`src/rtl/core/pixel_undistort_normalize_assert.svh`:
```
// Assertion macros shared by the pixel_undistort_normalize RTL.
`ifndef PIXEL_UNDISTORT_NORMALIZE_ASSERT_SVH
`define PIXEL_UNDISTORT_NORMALIZE_ASSERT_SVH

// Same-cycle implication, disabled while reset is low.
`define PUN_ASSERT_NOW(lbl, clk, rstn, ante, cons, msg) \
    lbl: assert property (@(posedge clk) disable iff (!(rstn)) (ante) |-> (cons)) \
        else $error(msg);

// Next-cycle implication, disabled while reset is low.
`define PUN_ASSERT_NEXT(lbl, clk, rstn, ante, cons, msg) \
    lbl: assert property (@(posedge clk) disable iff (!(rstn)) (ante) |=> (cons)) \
        else $error(msg);

`endif

```
`src/rtl/core/pun_pkg.sv`:
```
package pun_pkg;

    localparam int QF = 28;
    localparam int ITER_STAGES = 7;

    localparam logic [2:0] REG_INV_FOCAL_X   = 3'd0;
    localparam logic [2:0] REG_OFFSET_X      = 3'd1;
    localparam logic [2:0] REG_INV_FOCAL_Y   = 3'd2;
    localparam logic [2:0] REG_OFFSET_Y      = 3'd3;
    localparam logic [2:0] REG_RADIAL_K1     = 3'd4;
    localparam logic [2:0] REG_RADIAL_K2     = 3'd5;
    localparam logic [2:0] REG_TANGENTIAL_P1 = 3'd6;
    localparam logic [2:0] REG_TANGENTIAL_P2 = 3'd7;

    typedef logic signed [41:0] inter_t;

    localparam inter_t LIM_P = 42'sh0FF_FFFF_FFFF;
    localparam inter_t LIM_N = -42'sh0FF_FFFF_FFFF;

    typedef struct packed {
        logic [15:0] pixel_u;
        logic [15:0] pixel_v;
    } in_item_t;

    typedef struct packed {
        logic signed [31:0] norm_x;
        logic signed [31:0] norm_y;
    } out_item_t;

    // distorted point and current estimate
    typedef struct packed {
        logic signed [31:0] xd;
        logic signed [31:0] yd;
        logic signed [31:0] xu;
        logic signed [31:0] yu;
    } pt_t;

    typedef struct packed {
        logic signed [31:0] k1;
        logic signed [31:0] k2;
        logic signed [31:0] p1;
        logic signed [31:0] p2;
    } coef_t;

    function automatic inter_t clamp_lim(input logic signed [43:0] v);
        inter_t r;
        if (v > 44'(LIM_P)) begin
            r = LIM_P;
        end else if (v < 44'(LIM_N)) begin
            r = LIM_N;
        end else begin
            r = v[41:0];
        end
        return r;
    endfunction

    function automatic logic signed [31:0] sat32(input logic signed [49:0] v);
        logic signed [31:0] r;
        if (v > 50'sd2147483647) begin
            r = 32'sh7FFF_FFFF;
        end else if (v < -50'sd2147483648) begin
            r = 32'sh8000_0000;
        end else begin
            r = v[31:0];
        end
        return r;
    endfunction

    // Q.28 product, truncated toward zero; b must lie within +/-LIM_P.
    function automatic inter_t qmul(input logic signed [31:0] a, input inter_t b);
        logic [31:0] ma;
        logic [41:0] mb;
        logic [71:0] prod;
        logic [43:0] sh;
        logic [39:0] m;
        logic        neg;
        inter_t      pos;
        ma   = a[31] ? 32'(-a) : 32'(a);
        mb   = b[41] ? 42'(-b) : 42'(b);
        prod = 72'(ma) * 72'(mb[39:0]);
        sh   = prod[71:QF];
        m    = (sh > 44'(LIM_P)) ? LIM_P[39:0] : sh[39:0];
        neg  = a[31] ^ b[41];
        pos  = $signed({2'b00, m});
        return neg ? -pos : pos;
    endfunction

    // square of a nonnegative Q.28 value with saturation
    function automatic inter_t qsq(input logic [35:0] r);
        logic [67:0] p;
        inter_t      res;
        p = 68'(r[33:0]) * 68'(r[33:0]);
        if (r[35:34] != 2'b00) begin
            res = LIM_P;
        end else begin
            res = $signed({2'b00, p[67:QF]});
        end
        return res;
    endfunction

endpackage

```
`src/rtl/core/pun_out_skid.sv`:
```
`include "pixel_undistort_normalize_assert.svh"

// Output register plus one skid entry; pipeline advances while skid is empty.
module pun_out_skid import pun_pkg::*; (
    input  logic      aclk,
    input  logic      aresetn,
    output logic      en,
    input  logic      p_valid,
    input  out_item_t p_item,
    output logic      m_valid,
    input  logic      m_ready,
    output out_item_t m_item
);

    logic      out_valid_reg;
    logic      skid_valid_reg;
    out_item_t out_item_reg;
    out_item_t skid_item_reg;
    logic      out_free;

    assign en       = !skid_valid_reg;
    assign out_free = !out_valid_reg || m_ready;

    always_ff @(posedge aclk) begin
        if (!aresetn) begin
            out_valid_reg  <= 1'b0;
            skid_valid_reg <= 1'b0;
        end else if (en) begin
            if (out_free) begin
                out_valid_reg <= p_valid;
            end else if (p_valid) begin
                skid_valid_reg <= 1'b1;
            end
        end else if (m_ready) begin
            skid_valid_reg <= 1'b0;
        end
    end

    always_ff @(posedge aclk) begin
        if (en) begin
            if (out_free) begin
                out_item_reg <= p_item;
            end else if (p_valid) begin
                skid_item_reg <= p_item;
            end
        end else if (m_ready) begin
            out_item_reg <= skid_item_reg;
        end
    end

    assign m_valid = out_valid_reg;
    assign m_item  = out_item_reg;

    `PUN_ASSERT_NOW(a_skid_needs_out, aclk, aresetn, skid_valid_reg, out_valid_reg,
        "skid entry held with empty output register")
    `PUN_ASSERT_NEXT(a_skid_drain, aclk, aresetn, skid_valid_reg && m_ready,
        !skid_valid_reg && out_valid_reg, "skid entry not moved to output")

endmodule

```
`config.mk`:
```
export PLATFORM = sky130hd
export DESIGN_NAME = pun_out_skid
export DESIGN_NICKNAME = d
export VERILOG_FILES = /design/src/rtl/core/pun_pkg.sv /design/src/rtl/core/pun_out_skid.sv
export VERILOG_INCLUDE_DIRS = /design/src /design/src/rtl/core
export SDC_FILE = /design/constraint.sdc
export NUM_CORES = 1
export LEC_CHECK = 0
export BUFFER_PORTS_ARGS = -buffer_cell sky130_fd_sc_hd__buf_4
export CAP_MARGIN = 20
export CORE_MARGIN = 2
export CORE_UTILIZATION = 30
export DETAILED_ROUTE_END_ITERATION = 8
export GPL_TIMING_DRIVEN = 0
export MAX_ROUTING_LAYER = met4
export PLACE_DENSITY = 0.57
export RECOVER_POWER = 100
export SLEW_MARGIN = 40
export SYNTH_ARGS = -nofsm -noshare
export SYNTH_HDL_FRONTEND = slang
export SYNTH_SLANG_ARGS = --single-unit
```
`constraint.sdc`:
```
create_clock -name aclk -period 12.1 [get_ports aclk]
set_input_delay 0.605 -clock aclk [delete_from_list [all_inputs] [get_ports aclk]]
set_output_delay 0.605 -clock aclk [all_outputs]
set_load 0.01 [all_outputs]
```
After elaboration in Yosys (flattened, before gate mapping)
Index checks and enable logic that the tools add are counted.
{"block": "totals", "reg_bits": 130, "word_cells": 23, "input_bits": 68}
{"block": "op_classes", "n_reduce_logical": 7, "n_eq_ne": 1, "muxes": 7, "n_bitwise": 2}
{"op": "$mux W64", "n": 3}
{"op": "$mux W1", "n": 4}
{"op": "$reduce_and A2 Y1", "n": 2}
{"op": "$reduce_and A3 Y1", "n": 1}
{"op": "$logic_not A1 Y1", "n": 2}
{"op": "$ne A2 B2 Y1 const B", "n": 1}
{"op": "$not A1 Y1", "n": 2}
{"op": "$reduce_bool A2 Y1", "n": 1}
{"op": "$logic_or A1 B1 Y1", "n": 1}

Logic depth before layout (Yosys ltp)
{"block": "depth", "word_depth": 4, "mapped_depth": 5, "mapped_depth_nobuf": 2}

Worst setup path after synthesis
No wires, ideal clock.
{"block": "synth_timing", "path_type": "register to register", "startpoint": "reg skid_valid_reg", "endpoint": "reg skid_item_reg[0] (netlist bit), enable pin", "required_time_ns": 11.535, "setup_slack_ns": 6.479, "stages_incl_launch_ff": 5, "n_path_buf": 3, "arrival_ns": 5.056, "synth_period_minus_slack_ns": 5.621, "path_cell_list": "dfxtp_1 > buf_6 > buf_6 > buf_6 > nor3_1"}
{"block": "synth_via", "elab_chain_cells": 2}
{"item": "from (decl)", "line_no": "pun_out_skid.sv:16", "rtl": "logic skid_valid_reg;"}
{"item": "from (signal assigned)", "line_no": "pun_out_skid.sv:27", "rtl": "skid_valid_reg <= 1'b0;"}
{"item": "from (signal assigned)", "line_no": "pun_out_skid.sv:32", "rtl": "skid_valid_reg <= 1'b1;"}
{"item": "from (signal assigned)", "line_no": "pun_out_skid.sv:35", "rtl": "skid_valid_reg <= 1'b0;"}
{"item": "$not A1 Y1 (no line)"}
{"item": "$reduce_and A3 Y1 (no line)"}
{"item": "to (signal assigned)", "line_no": "pun_out_skid.sv:44", "rtl": "skid_item_reg <= p_item;"}
{"item": "to (decl)", "line_no": "pun_out_skid.sv:18", "rtl": "out_item_t skid_item_reg;"}
Every way passes these cells.
A chain may end at the register's enable or synchronous reset.

Final worst setup path
{"block": "layout_timing", "startpoint": "reg skid_valid_reg", "endpoint": "reg out_item_reg, in the netlist m_item[5], enable pin"}
{"block": "layout_via", "elab_chain_cells": 2}
{"item": "$ne A2 B2 Y1 (no line) or $reduce_bool A2 Y1 (tied branches)"}
{"item": "$reduce_and A2 Y1 (no line) *"}
{"item": "to (signal assigned)", "line_no": "pun_out_skid.sv:42", "rtl": "out_item_reg <= p_item;"}
{"item": "to (signal assigned)", "line_no": "pun_out_skid.sv:47", "rtl": "out_item_reg <= skid_item_reg;"}
{"item": "to (decl)", "line_no": "pun_out_skid.sv:17", "rtl": "out_item_t out_item_reg;"}
Mark *: on every way between the ends. The rest lies on a longest branch, timed or not.

==> PnR_summary.wiki <==
{| class="wikitable"
! Metric !! Value
|-
| Synthesis Warnings || 0
|-
| Cell type group with the largest total delay on the critical path || buffers and inverters
|-
| Worst Setup Start Kind || register
|-
| Area of the core region || 0.0153 mm²
|-
| Transition time of the tightest slew-check pin || 994 ps
|-
| Final Max Slew Viols || 0
|-
| PortBufs || 133
|-
| CP dominant cell by count || clkbuf_1
|-
| Unique cell type count in the Yosys netlist || 15
|-
| Cell at the slowest stage of the critical path || o21bai_1
|-
| Depth of the worst register-to-register path || 6
|-
| Placed inst area || 0.00617 mm²
|-
| Mean Syn Cell Area || 22.4 µm²
|-
| Setup repair after global routing missed its margin || false
|-
| Worst Path Max Fanout || 16
|-
| Number of buffers inserted to repair setup after CTS || 0
|-
| Synth Instances || 212
|-
| Post-CTS Hold Fix Bufs || 0
|-
| Worst R2R End || m_item[5]
|-
| Setup violation total in the final timing report || 0
|-
| Clock net sink count || 130
|-
| Number of H-tree levels || 4
|-
| Antenna-violating nets left || 0
|-
| GRT Resource Usage Total || 12.0%
|-
| Placed wire-length estimate after detailed placement || 6680 µm
|-
| Remaining Overflow, GRT || 0
|-
| RePlAce Congestion || 0.709
|-
| Critical path capture point type || register
|-
| Worst-skew pair later-pin latency || 410 ps
|-
| Final net count || 446
|-
| Via-to-Cell Ratio || 4.27
|-
| Resized cells post-CTS || 0
|-
| Cell Area, Synth || 0.00474 mm²
|-
| Highest attainable clock frequency || 255 MHz
|-
| Clock tree from TritonCTS || built
|-
| Violation count after the first detailed-route iteration || 102
|-
| Post-layout util || 40.8%
|-
| Number of buffers on the longest clock path || 2
|-
| Hold Slack || 398 ps
|-
| Worst setup path end || m_item[5]
|-
| Flop and latch count out of synthesis || 130
|-
| Number of buffer and inverter instances along the worst setup path || 5
|-
| Number of cell rows || 45
|-
| Area of the die || 0.0168 mm²
|-
| Overall die height || 130 µm
|-
| Endpoint arrival time on the critical path || 3950 ps
|-
| Register Area || 0.00388 mm²
|-
| Leading cell types in the layout, fill and taps excluded || edfxtp_1 (128), clkbuf_1 (114), mux2_2 (58)
|-
| Static leakage || 2.11 nW
|-
| Share of layout cells above drive strength 1 || 32.5%
|-
| Area taken by multi-input logic gates || 771 µm²
|-
| Crit Path Class || register to register
|-
| Type of the most critical hold path || input port to register
|-
| Number of clock buffers inserted by TritonCTS || 17
|-
| Biggest cell delay along the critical path || 820 ps
|-
| Max-capacitance violation count || 0
|-
| Pin count of the biggest net entering global routing || 18
|-
| First element of the critical path || skid_valid_reg
|-
| Total negative setup slack || 0 ps
|-
| CP Cell Sequence || clkbuf_1, clkbuf_1, clkbuf_1, o21bai_1, clkbuf_1, clkbuf_1
|-
| Result of the run || finished, final reports clean
|-
| Area grow syn2layout || 31.7%
|-
| Final Hold Violating Endpoints || 0
|-
| Average wire per standard cell || 15.7 µm
|-
| Power density over cell area || 176 mW/mm²
|-
| Share of the yosys chip area belonging to registers || 81.9%
|-
| Leading cell type in the layout, fill and taps excluded || edfxtp_1
|-
| Number of inserted filler cells in the final layout || 1516
|-
| Antenna violations before repair || 1
|-
| Residual DRC || 0
|-
| Final design instance area without fill || 0.00624 mm²
|-
| Die X || 130 µm
|-
| Via count || 2573
|-
| I/O pin total || 134
|-
| Critical Path RT || 12130 ps
|-
| First-pass detailed-route iteration total || 4
|-
| Relative max-transition margin || 33.7%
|-
| Cell at the root of the clock tree || clkbuf_16
|-
| Number of global-route vias before repair || 2700
|-
| First-pass GRT wire length || 14300 µm
|-
| Shortest period the worst path allows || 3920 ps
|-
| Number of nets in the synthesized netlist || 280
|-
| Final Skew || 7.20 ps
|-
| Crit. path cell count || 6
|-
| Total chip power || 1.10 mW
|-
| Final cycle utilization of the critical path || 32.4%
|-
| Clk slew on worst S/H paths || 60 ps
|-
| FF-to-FF setup slack || 8180 ps
|-
| Peak VDD IR || 0.103 mV
|-
| Initial cell density of the core || 30.9%
|-
| Total Routed Length || 9460 µm
|-
| Source of the worst register-to-register timing path || skid_valid_reg
|}
## per-layer routing
metal	vias to the layer above	track usage [%]	part of all wire (%)
met5	-	-	0
li1	1187	-	-
met4	0	4.93	2.1
met3	18	5.90	7.8
met2	96	17.8	47
met1	1272	13.9	43
## worst min path at each step
| stage | slack, ps | cells past startpoint | start | to |
|---|---|---|---|---|
| floorplan | 500 | 2 | m_valid | m_valid |
| global placement | 490 | 2 | m_valid | m_valid |
| detailed placement | 530 | 1 | skid_item_reg[15] | m_item[15] |
| CTS | 350 | 1 | p_item[41] | skid_item_reg[41] |
| global route | 370 | 1 | p_item[40] | skid_item_reg[40] |
| finish | 400 | 1 | p_item[41] | skid_item_reg[41] |
## per-stage QoR
step | setup WS, ps | std cells
after global routing | 7760 | 603
after CTS | 9610 | 602
after floorplan | 6480 | 212
after global placement | 3590 | 556
after detailed placement | 9630 | 570
final | 8180 | 603
## where the power goes
| group | internal, mW | leakage (nW) | total [mW] | switching (mW) |
|---|---|---|---|---|
| logic | 0.0301 | 0.580 | 0.0700 | 0.0400 |
| registers | 0.525 | 1.26 | 0.532 | 0.00687 |
| clock network | 0.319 | 0.273 | 0.499 | 0.180 |
| total | 0.875 | 2.11 | 1.10 | 0.227 |
## Yosys cell counts (all sizes together)
cell type	number	area share (%)
edfxtp	128	81
nand2	2	0.16
dfxtp	2	0.84
inv	1	0.079
nand2b	1	0.13
o21bai	1	0.16
a21oi	1	0.11
nor3	1	0.11
o21ai	1	0.11
nor2b	1	0.13
mux2	64	16
buf	8	1.2
nand3b	1	0.16
## area by class of cell
| cell class | count | share of cell area (%) |
|---|---|---|
| inverters | 1 | 0.0601 |
| multi-input cells | 73 | 12.3 |
| diodes | 1 | 0.0401 |
| repair buffers | 147 | 11.4 |
| well taps | 211 | 4.23 |
| plain buffers | 8 | 0.481 |
| flip-flops and latches | 130 | 62.2 |
| clock inverters | 13 | 2.28 |
| clock buffers | 19 | 6.93 |
## cells by family after synthesis
logic type             after synthesis  synth area share, %
AND/OR/NAND/NOR                      6                0.687
multiplexers                        64                 15.7
AO/OA/AOI/OAI                        3                0.369
flip-flops                         130                 81.9
buffers and inverters                9                 1.32
(Power assumes the default switching activity.)
