$ cat src/rtl/core/pixel_undistort_normalize_assert.svh
// Assertion macros shared by the pixel_undistort_normalize RTL.
`ifndef PIXEL_UNDISTORT_NORMALIZE_ASSERT_SVH
`define PIXEL_UNDISTORT_NORMALIZE_ASSERT_SVH

// Same-cycle implication, disabled while reset is low.
`define PUN_ASSERT_NOW(lbl, clk, rstn, ante, cons, msg) \
    lbl: assert property (@(posedge clk) disable iff (!(rstn)) (ante) |-> (cons)) \
        else $error(msg);

// Next-cycle implication, disabled while reset is low.
`define PUN_ASSERT_NEXT(lbl, clk, rstn, ante, cons, msg) \
    lbl: assert property (@(posedge clk) disable iff (!(rstn)) (ante) |=> (cons)) \
        else $error(msg);

`endif

$ cat src/rtl/core/pun_pkg.sv
package pun_pkg;

    localparam int QF = 28;
    localparam int ITER_STAGES = 7;

    localparam logic [2:0] REG_INV_FOCAL_X   = 3'd0;
    localparam logic [2:0] REG_OFFSET_X      = 3'd1;
    localparam logic [2:0] REG_INV_FOCAL_Y   = 3'd2;
    localparam logic [2:0] REG_OFFSET_Y      = 3'd3;
    localparam logic [2:0] REG_RADIAL_K1     = 3'd4;
    localparam logic [2:0] REG_RADIAL_K2     = 3'd5;
    localparam logic [2:0] REG_TANGENTIAL_P1 = 3'd6;
    localparam logic [2:0] REG_TANGENTIAL_P2 = 3'd7;

    typedef logic signed [41:0] inter_t;

    localparam inter_t LIM_P = 42'sh0FF_FFFF_FFFF;
    localparam inter_t LIM_N = -42'sh0FF_FFFF_FFFF;

    typedef struct packed {
        logic [15:0] pixel_u;
        logic [15:0] pixel_v;
    } in_item_t;

    typedef struct packed {
        logic signed [31:0] norm_x;
        logic signed [31:0] norm_y;
    } out_item_t;

    // distorted point and current estimate
    typedef struct packed {
        logic signed [31:0] xd;
        logic signed [31:0] yd;
        logic signed [31:0] xu;
        logic signed [31:0] yu;
    } pt_t;

    typedef struct packed {
        logic signed [31:0] k1;
        logic signed [31:0] k2;
        logic signed [31:0] p1;
        logic signed [31:0] p2;
    } coef_t;

    function automatic inter_t clamp_lim(input logic signed [43:0] v);
        inter_t r;
        if (v > 44'(LIM_P)) begin
            r = LIM_P;
        end else if (v < 44'(LIM_N)) begin
            r = LIM_N;
        end else begin
            r = v[41:0];
        end
        return r;
    endfunction

    function automatic logic signed [31:0] sat32(input logic signed [49:0] v);
        logic signed [31:0] r;
        if (v > 50'sd2147483647) begin
            r = 32'sh7FFF_FFFF;
        end else if (v < -50'sd2147483648) begin
            r = 32'sh8000_0000;
        end else begin
            r = v[31:0];
        end
        return r;
    endfunction

    // Q.28 product, truncated toward zero; b must lie within +/-LIM_P.
    function automatic inter_t qmul(input logic signed [31:0] a, input inter_t b);
        logic [31:0] ma;
        logic [41:0] mb;
        logic [71:0] prod;
        logic [43:0] sh;
        logic [39:0] m;
        logic        neg;
        inter_t      pos;
        ma   = a[31] ? 32'(-a) : 32'(a);
        mb   = b[41] ? 42'(-b) : 42'(b);
        prod = 72'(ma) * 72'(mb[39:0]);
        sh   = prod[71:QF];
        m    = (sh > 44'(LIM_P)) ? LIM_P[39:0] : sh[39:0];
        neg  = a[31] ^ b[41];
        pos  = $signed({2'b00, m});
        return neg ? -pos : pos;
    endfunction

    // square of a nonnegative Q.28 value with saturation
    function automatic inter_t qsq(input logic [35:0] r);
        logic [67:0] p;
        inter_t      res;
        p = 68'(r[33:0]) * 68'(r[33:0]);
        if (r[35:34] != 2'b00) begin
            res = LIM_P;
        end else begin
            res = $signed({2'b00, p[67:QF]});
        end
        return res;
    endfunction

endpackage

$ cat src/rtl/core/pun_norm.sv
module pun_norm import pun_pkg::*; #(
    parameter int PIXEL_FRAC_BITS = 4
) (
    input  logic               aclk,
    input  logic               aresetn,
    input  logic               en,
    input  logic               in_valid,
    input  in_item_t           in_item,
    input  logic        [31:0] inv_x,
    input  logic signed [31:0] off_x,
    input  logic        [31:0] inv_y,
    input  logic signed [31:0] off_y,
    output logic               out_valid,
    output pt_t                out_pt
);

    localparam int SHIFT = PIXEL_FRAC_BITS + 4;

    logic [1:0]  valid_reg;
    logic [47:0] prod_x_reg, prod_x_next;
    logic [47:0] prod_y_reg, prod_y_next;
    pt_t         pt_reg, pt_next;

    logic signed [49:0] sum_x, sum_y;

    assign prod_x_next = 48'(in_item.pixel_u) * 48'(inv_x);
    assign prod_y_next = 48'(in_item.pixel_v) * 48'(inv_y);

    always_comb begin
        sum_x      = $signed({2'b00, prod_x_reg >> SHIFT}) + 50'(off_x);
        sum_y      = $signed({2'b00, prod_y_reg >> SHIFT}) + 50'(off_y);
        pt_next.xd = sat32(sum_x);
        pt_next.yd = sat32(sum_y);
        pt_next.xu = pt_next.xd;
        pt_next.yu = pt_next.yd;
    end

    always_ff @(posedge aclk) begin
        if (!aresetn) begin
            valid_reg <= '0;
        end else if (en) begin
            valid_reg <= {valid_reg[0], in_valid};
        end
    end

    always_ff @(posedge aclk) begin
        if (en) begin
            prod_x_reg <= prod_x_next;
            prod_y_reg <= prod_y_next;
            pt_reg     <= pt_next;
        end
    end

    assign out_valid = valid_reg[1];
    assign out_pt    = pt_reg;

endmodule

$ cat config.mk
export PLATFORM = sky130hd
export DESIGN_NAME = pun_norm
export DESIGN_NICKNAME = d
export VERILOG_FILES = /design/src/rtl/core/pixel_undistort_normalize_assert.svh /design/src/rtl/core/pun_pkg.sv /design/src/rtl/core/pun_norm.sv
export SDC_FILE = /design/constraint.sdc
export NUM_CORES = 2
export LEC_CHECK = 0
export BUFFER_PORTS_ARGS = -buffer_cell sky130_fd_sc_hd__buf_4
export CAP_MARGIN = 30
export CORE_ASPECT_RATIO = 1.2
export CORE_UTILIZATION = 45
export CTS_BUF_LIST = sky130_fd_sc_hd__clkbuf_8
export DETAILED_ROUTE_END_ITERATION = 8
export SLEW_MARGIN = 40
export SYNTH_ARGS = -nofsm -noshare
export SYNTH_HDL_FRONTEND = slang
export SYNTH_SLANG_ARGS = --single-unit
$ cat constraint.sdc
create_clock -name aclk -period 9.6 [get_ports aclk]
set_input_delay 1.44 -clock aclk [delete_from_list [all_inputs] [get_ports aclk]]
set_output_delay 1.44 -clock aclk [all_outputs]
set_load 0.02 [all_outputs]
# After elaboration in Yosys (flattened, before gate mapping)
# Index checks and enable logic that the tools add are counted.
# op_classes
add_sub_neg,2
n_mul,2
magnitude_cmp,4
n_mux,2
# ops
operator,n
$mul A16 B32 Y48,2
$add A41 B32 Y42,2
$gt A42 B32 Y1 const B,2
$lt A42 B32 Y1 const B,2
$mux W32,2
# word_totals
reg_bits,162
in_bits,164
elab_cells,15

# Depth between registers and ports, before layout
# logic_depth
ltp_word,3
mapped_depth,24

# Least setup slack after synthesis
# Ideal clock, no wire load.
# synth_timing
path_type,input to register
startpoint,input inv_y[7]
endpoint,"register prod_y_reg[46], data pin"
setup_time_ps,174
arrival_ps,7243
t_required_ps,9426
path_slack_ps,2182
cell_stages,24
cell_sequence,clkbuf_1 nand2_1 fa_1 inv_1 fa_1 inv_1 fa_1 inv_1 fa_1 fa_1 inv_1 fa_1 inv_1 ha_1 a21oi_1 o211ai_1 a211oi_1 o22a_1 a311o_1 a211o_1 a21oi_2 a41oi_1 o21a_1 a311oi_1
# synth_via
elab_chain_len,1
# synth_rtl
item,line_no,source
start: declaration,pun_norm.sv:11,"input logic [31:0] inv_y,"
$mul A16 B32 Y48,pun_norm.sv:27,assign prod_y_next = 48'(in_item.pixel_v) * 48'(inv_y);
net prod_y_next[46],pun_norm.sv:21,"logic [47:0] prod_y_reg, prod_y_next;"
end signal: assignment,pun_norm.sv:49,prod_y_reg <= prod_y_next;
end: declaration,pun_norm.sv:21,
# The timed path passes the listed nets, and every way through them passes these cells.
# A chain may end at the register's enable or synchronous reset.

# Worst setup path in the final report
# layout_timing
startpoint,input in_item[23] (netlist bit)
endpoint,"register prod_x_reg[45], data pin"
# layout_via
elab_chain_len,1
# layout_rtl
item,line_no,source
start: declaration,pun_norm.sv:8,"input in_item_t in_item,"
$mul A16 B32 Y48,pun_norm.sv:26,assign prod_x_next = 48'(in_item.pixel_u) * 48'(inv_x);
net prod_x_next[45],pun_norm.sv:20,"logic [47:0] prod_x_reg, prod_x_next;"
end signal: assignment,pun_norm.sv:48,prod_x_reg <= prod_x_next;
end: declaration,pun_norm.sv:20,
# The timed path passes the listed nets, and every way through them passes these cells.

==> flow_summary.json <==
{
  "status": "complete, no violations",
  "portBuffers": 292,
  "clock.fmax_mhz": 127,
  "synth_edf_count": 144,
  "layout-area-overhead-vs-synth_pct": 6.95,
  "final_hold_viol_count": 0,
  "drt_drc_violations_left": 0,
  "mappedNetlistNets": 5794,
  "wl_per_cell_um": 20.5,
  "vias": 30600,
  "routed_wl_um": 117000,
  "finalWeightedCongestion": 0.909,
  "clkTransAtPathRegs_ps": 90,
  "yosys_warnings": 0,
  "largest_register_ffs": 64,
  "grt_pass1_vias": 33800,
  "timing.final.max_slew_violations": 0,
  "dp_cells": 5672,
  "floorplan.die_area_um2": 92100,
  "report.final.setup_viol": 0,
  "rr_endpoint": "out_pt[57]",
  "synth.yosys.seq_area_share": 0.107,
  "post_drt_via_cell_ratio": 5.36,
  "max_cap_viol_count": 0,
  "grt_pass1_wl_um": 188000,
  "diodes": 0,
  "finalClockSkew_ps": 23.5,
  "drtPass1Iterations": 5,
  "total_clock_sinks": 146,
  "layout.cells.non_filler": 5704,
  "synthesis.area_um2": 40900,
  "synth_cells": 4478,
  "worst_setup_path_start_kind": "primary input",
  "hold_class": "register to register",
  "async_reset_ff_frac": 0,
  "ios": 293,
  "synth.lib_cells_used.distinct": 85,
  "cts_setup_buffers": 0,
  "cts-htree-levels": 4,
  "fillers": 8696,
  "synth_area_leaders": "sky130_fd_sc_hd__fa_1 (41%), sky130_fd_sc_hd__edfxtp_1 (11%), sky130_fd_sc_hd__ha_1 (9.7%), sky130_fd_sc_hd__inv_1 (8.4%), sky130_fd_sc_hd__and2_1 (6.6%)",
  "globalRouteTotalUtil": 0.264,
  "clock_insertion_delay_worst_skew_ps": 530,
  "cts_root_buf": "sky130_fd_sc_hd__clkbuf_8",
  "setup.worst_path.class": "primary input to register",
  "synth_seq_cells": 146,
  "timing.max_slew.rel_slack": 0.414,
  "die_width_um": 277,
  "hold_path.startpoint": "valid_reg[0]",
  "yosys-top-cells-count": "sky130_fd_sc_hd__inv_1 (912), sky130_fd_sc_hd__fa_1 (836), sky130_fd_sc_hd__nand2_1 (675), sky130_fd_sc_hd__and2_1 (432), sky130_fd_sc_hd__ha_1 (316)",
  "cts_hold_buffers": 0,
  "coreArea_um2": 89600,
  "row_count": 120,
  "netlist.top_cell.by_area": "sky130_fd_sc_hd__fa_1",
  "drt_iter0_drc": 1607,
  "most_numerous_cell_in_the_yosys_netlist": "sky130_fd_sc_hd__inv_1",
  "worst-slew-pin-transition_ps": 871,
  "die_height_um": 332,
  "rsz0062_at_grt": "no",
  "final_antenna_net_count": 0,
  "reg2regPathDepth": 13,
  "worst-endpoint-required_ps": 9880,
  "timing.hold.worst_endpoint": "valid_reg[0]",
  "tritoncts": "done",
  "period_utilisation_layout": 0.822,
  "finalCriticalPeriod_ps": 7890,
  "cts-buffers-inserted": 17,
  "grt_start_max_net_pins": 80,
  "overflow": 0,
  "hold_path_depth": 2,
  "clk_path_buf_depth": 2,
  "timing.setup.tns_ps": 0,
  "worst-endpoint-arrival_ps": 8170,
  "dp_hpwl_um": 94000,
  "synthFlopType": "sky130_fd_sc_hd__edfxtp_1",
  "critical_path.max_fanout": 32,
  "worst_r2r_startpoint": "prod_x_reg[8]",
  "postCtsResizedCells": 0,
  "net_total_in_the_final_layout": 5848,
  "fin_worst_hold_slack_ps": 537,
  "timing.reg2reg.setup_slack_ps": 5100,
  "yosysTopAreaCellShare": 0.409,
  "initial_utilization": 0.457,
  "antenna_found_initial": 5,
  "final_layout_size_suffix_gt1_frac": 0.0801,
  "post_synth.cell_area_avg_um2": 9.14,
  "critical_path.endpoint_type": "register"
}
[cell usage in the layout, fill, tap and decap left out, types with 14 or more instances in the layout]
cell type,instances
sky130_fd_sc_hd__inv_1,914
sky130_fd_sc_hd__fa_1,836
sky130_fd_sc_hd__nand2_1,675
sky130_fd_sc_hd__and2_1,432
sky130_fd_sc_hd__ha_1,316
sky130_fd_sc_hd__buf_4,297
sky130_fd_sc_hd__a21oi_1,164
sky130_fd_sc_hd__edfxtp_1,144
sky130_fd_sc_hd__xnor2_1,88
sky130_fd_sc_hd__nor2_1,85
sky130_fd_sc_hd__o21ai_0,67
sky130_fd_sc_hd__a21o_1,58
sky130_fd_sc_hd__xor2_1,56
sky130_fd_sc_hd__nor3_1,40
sky130_fd_sc_hd__o21ai_1,36
sky130_fd_sc_hd__nand4_1,34
sky130_fd_sc_hd__o21a_1,26
sky130_fd_sc_hd__nand3_1,22
sky130_fd_sc_hd__and3_1,19
sky130_fd_sc_hd__a211oi_1,18
sky130_fd_sc_hd__o21bai_1,18
sky130_fd_sc_hd__clkbuf_8,17
sky130_fd_sc_hd__nor2b_1,16
sky130_fd_sc_hd__o211ai_1,14
[cell families (layout without fill, tap and decap cells)]
group | Yosys count | after routing | share of synthesized area
xor+xnor | 145 | 145 | 0.0312
flops | 146 | 146 | 0.107
simple gates | 1355 | 1355 | 0.159
compound gates | 501 | 501 | 0.0812
fa+ha+maj | 1152 | 1152 | 0.506
mux | 3 | 3 | 0.000734
buf+inv | 1176 | 1243 | 0.115
[stage by stage]
stage               area, um^2  worst slack, ps   util
floorplan                40900             2180      -
global route             43800             1460  0.488
detailed placement       43300             1220  0.484
global placement         43300             1240  0.483
CTS                      43800             1790  0.488
finish                   43800             1710  0.488
[routing by layer]
metal | up-vias | routed length, um | GRT usage
li1 | 13700 | - | -
met3 | 217 | 5010 | 0.0251
met5 | - | 12 | 0
met4 | 2 | 5260 | 0.114
met1 | 15700 | 44000 | 0.301
met2 | 841 | 62500 | 0.498
[worst max-delay path, stage by stage]
cell and delay (ps):
sky130_fd_sc_hd__buf_4 360, sky130_fd_sc_hd__nand2_1 150, sky130_fd_sc_hd__fa_1 550, sky130_fd_sc_hd__inv_1 50, sky130_fd_sc_hd__fa_1 480, sky130_fd_sc_hd__fa_1 600, sky130_fd_sc_hd__fa_1 440, sky130_fd_sc_hd__fa_1 500
sky130_fd_sc_hd__inv_1 50, sky130_fd_sc_hd__fa_1 590, sky130_fd_sc_hd__inv_1 70, sky130_fd_sc_hd__ha_1 340, sky130_fd_sc_hd__a21o_1 200, sky130_fd_sc_hd__a21o_1 170, sky130_fd_sc_hd__a21oi_1 200, sky130_fd_sc_hd__and3b_1 200
sky130_fd_sc_hd__a21oi_1 500, sky130_fd_sc_hd__a311oi_2 350, sky130_fd_sc_hd__a41oi_2 390, sky130_fd_sc_hd__o21bai_1 150, sky130_fd_sc_hd__a21o_1 200, sky130_fd_sc_hd__xor2_1 130
[final cells by class]
cell class | instances | area [um^2] | share of cell area
flip-flops and latches | 146 | 4360 | 0.0997
inverters | 912 | 3420 | 0.0782
clock inverters | 15 | 183 | 0.00417
multi-input cells | 3156 | 31900 | 0.728
repair buffers | 299 | 2250 | 0.0515
clock buffers | 17 | 234 | 0.00535
well taps | 1159 | 1450 | 0.0331
[how the worst max path moves through the flow]
stage | slack (ps) | from | to | cells after the start
2_1_floorplan | 2180 | inv_y[7] | prod_y_reg[46] | 24
3_3_place_gp | 1240 | in_item[26] | prod_x_reg[47] | 22
3_5_place_dp | 1220 | in_item[23] | prod_x_reg[45] | 22
4_1_cts | 1790 | in_item[23] | prod_x_reg[45] | 22
5_1_grt | 1460 | in_item[26] | prod_x_reg[47] | 22
6_report | 1710 | in_item[23] | prod_x_reg[45] | 22
Power is left out: the tool's default activity adds up to more than one toggle a clock period on the data nets, which glitch-free logic cannot reach.
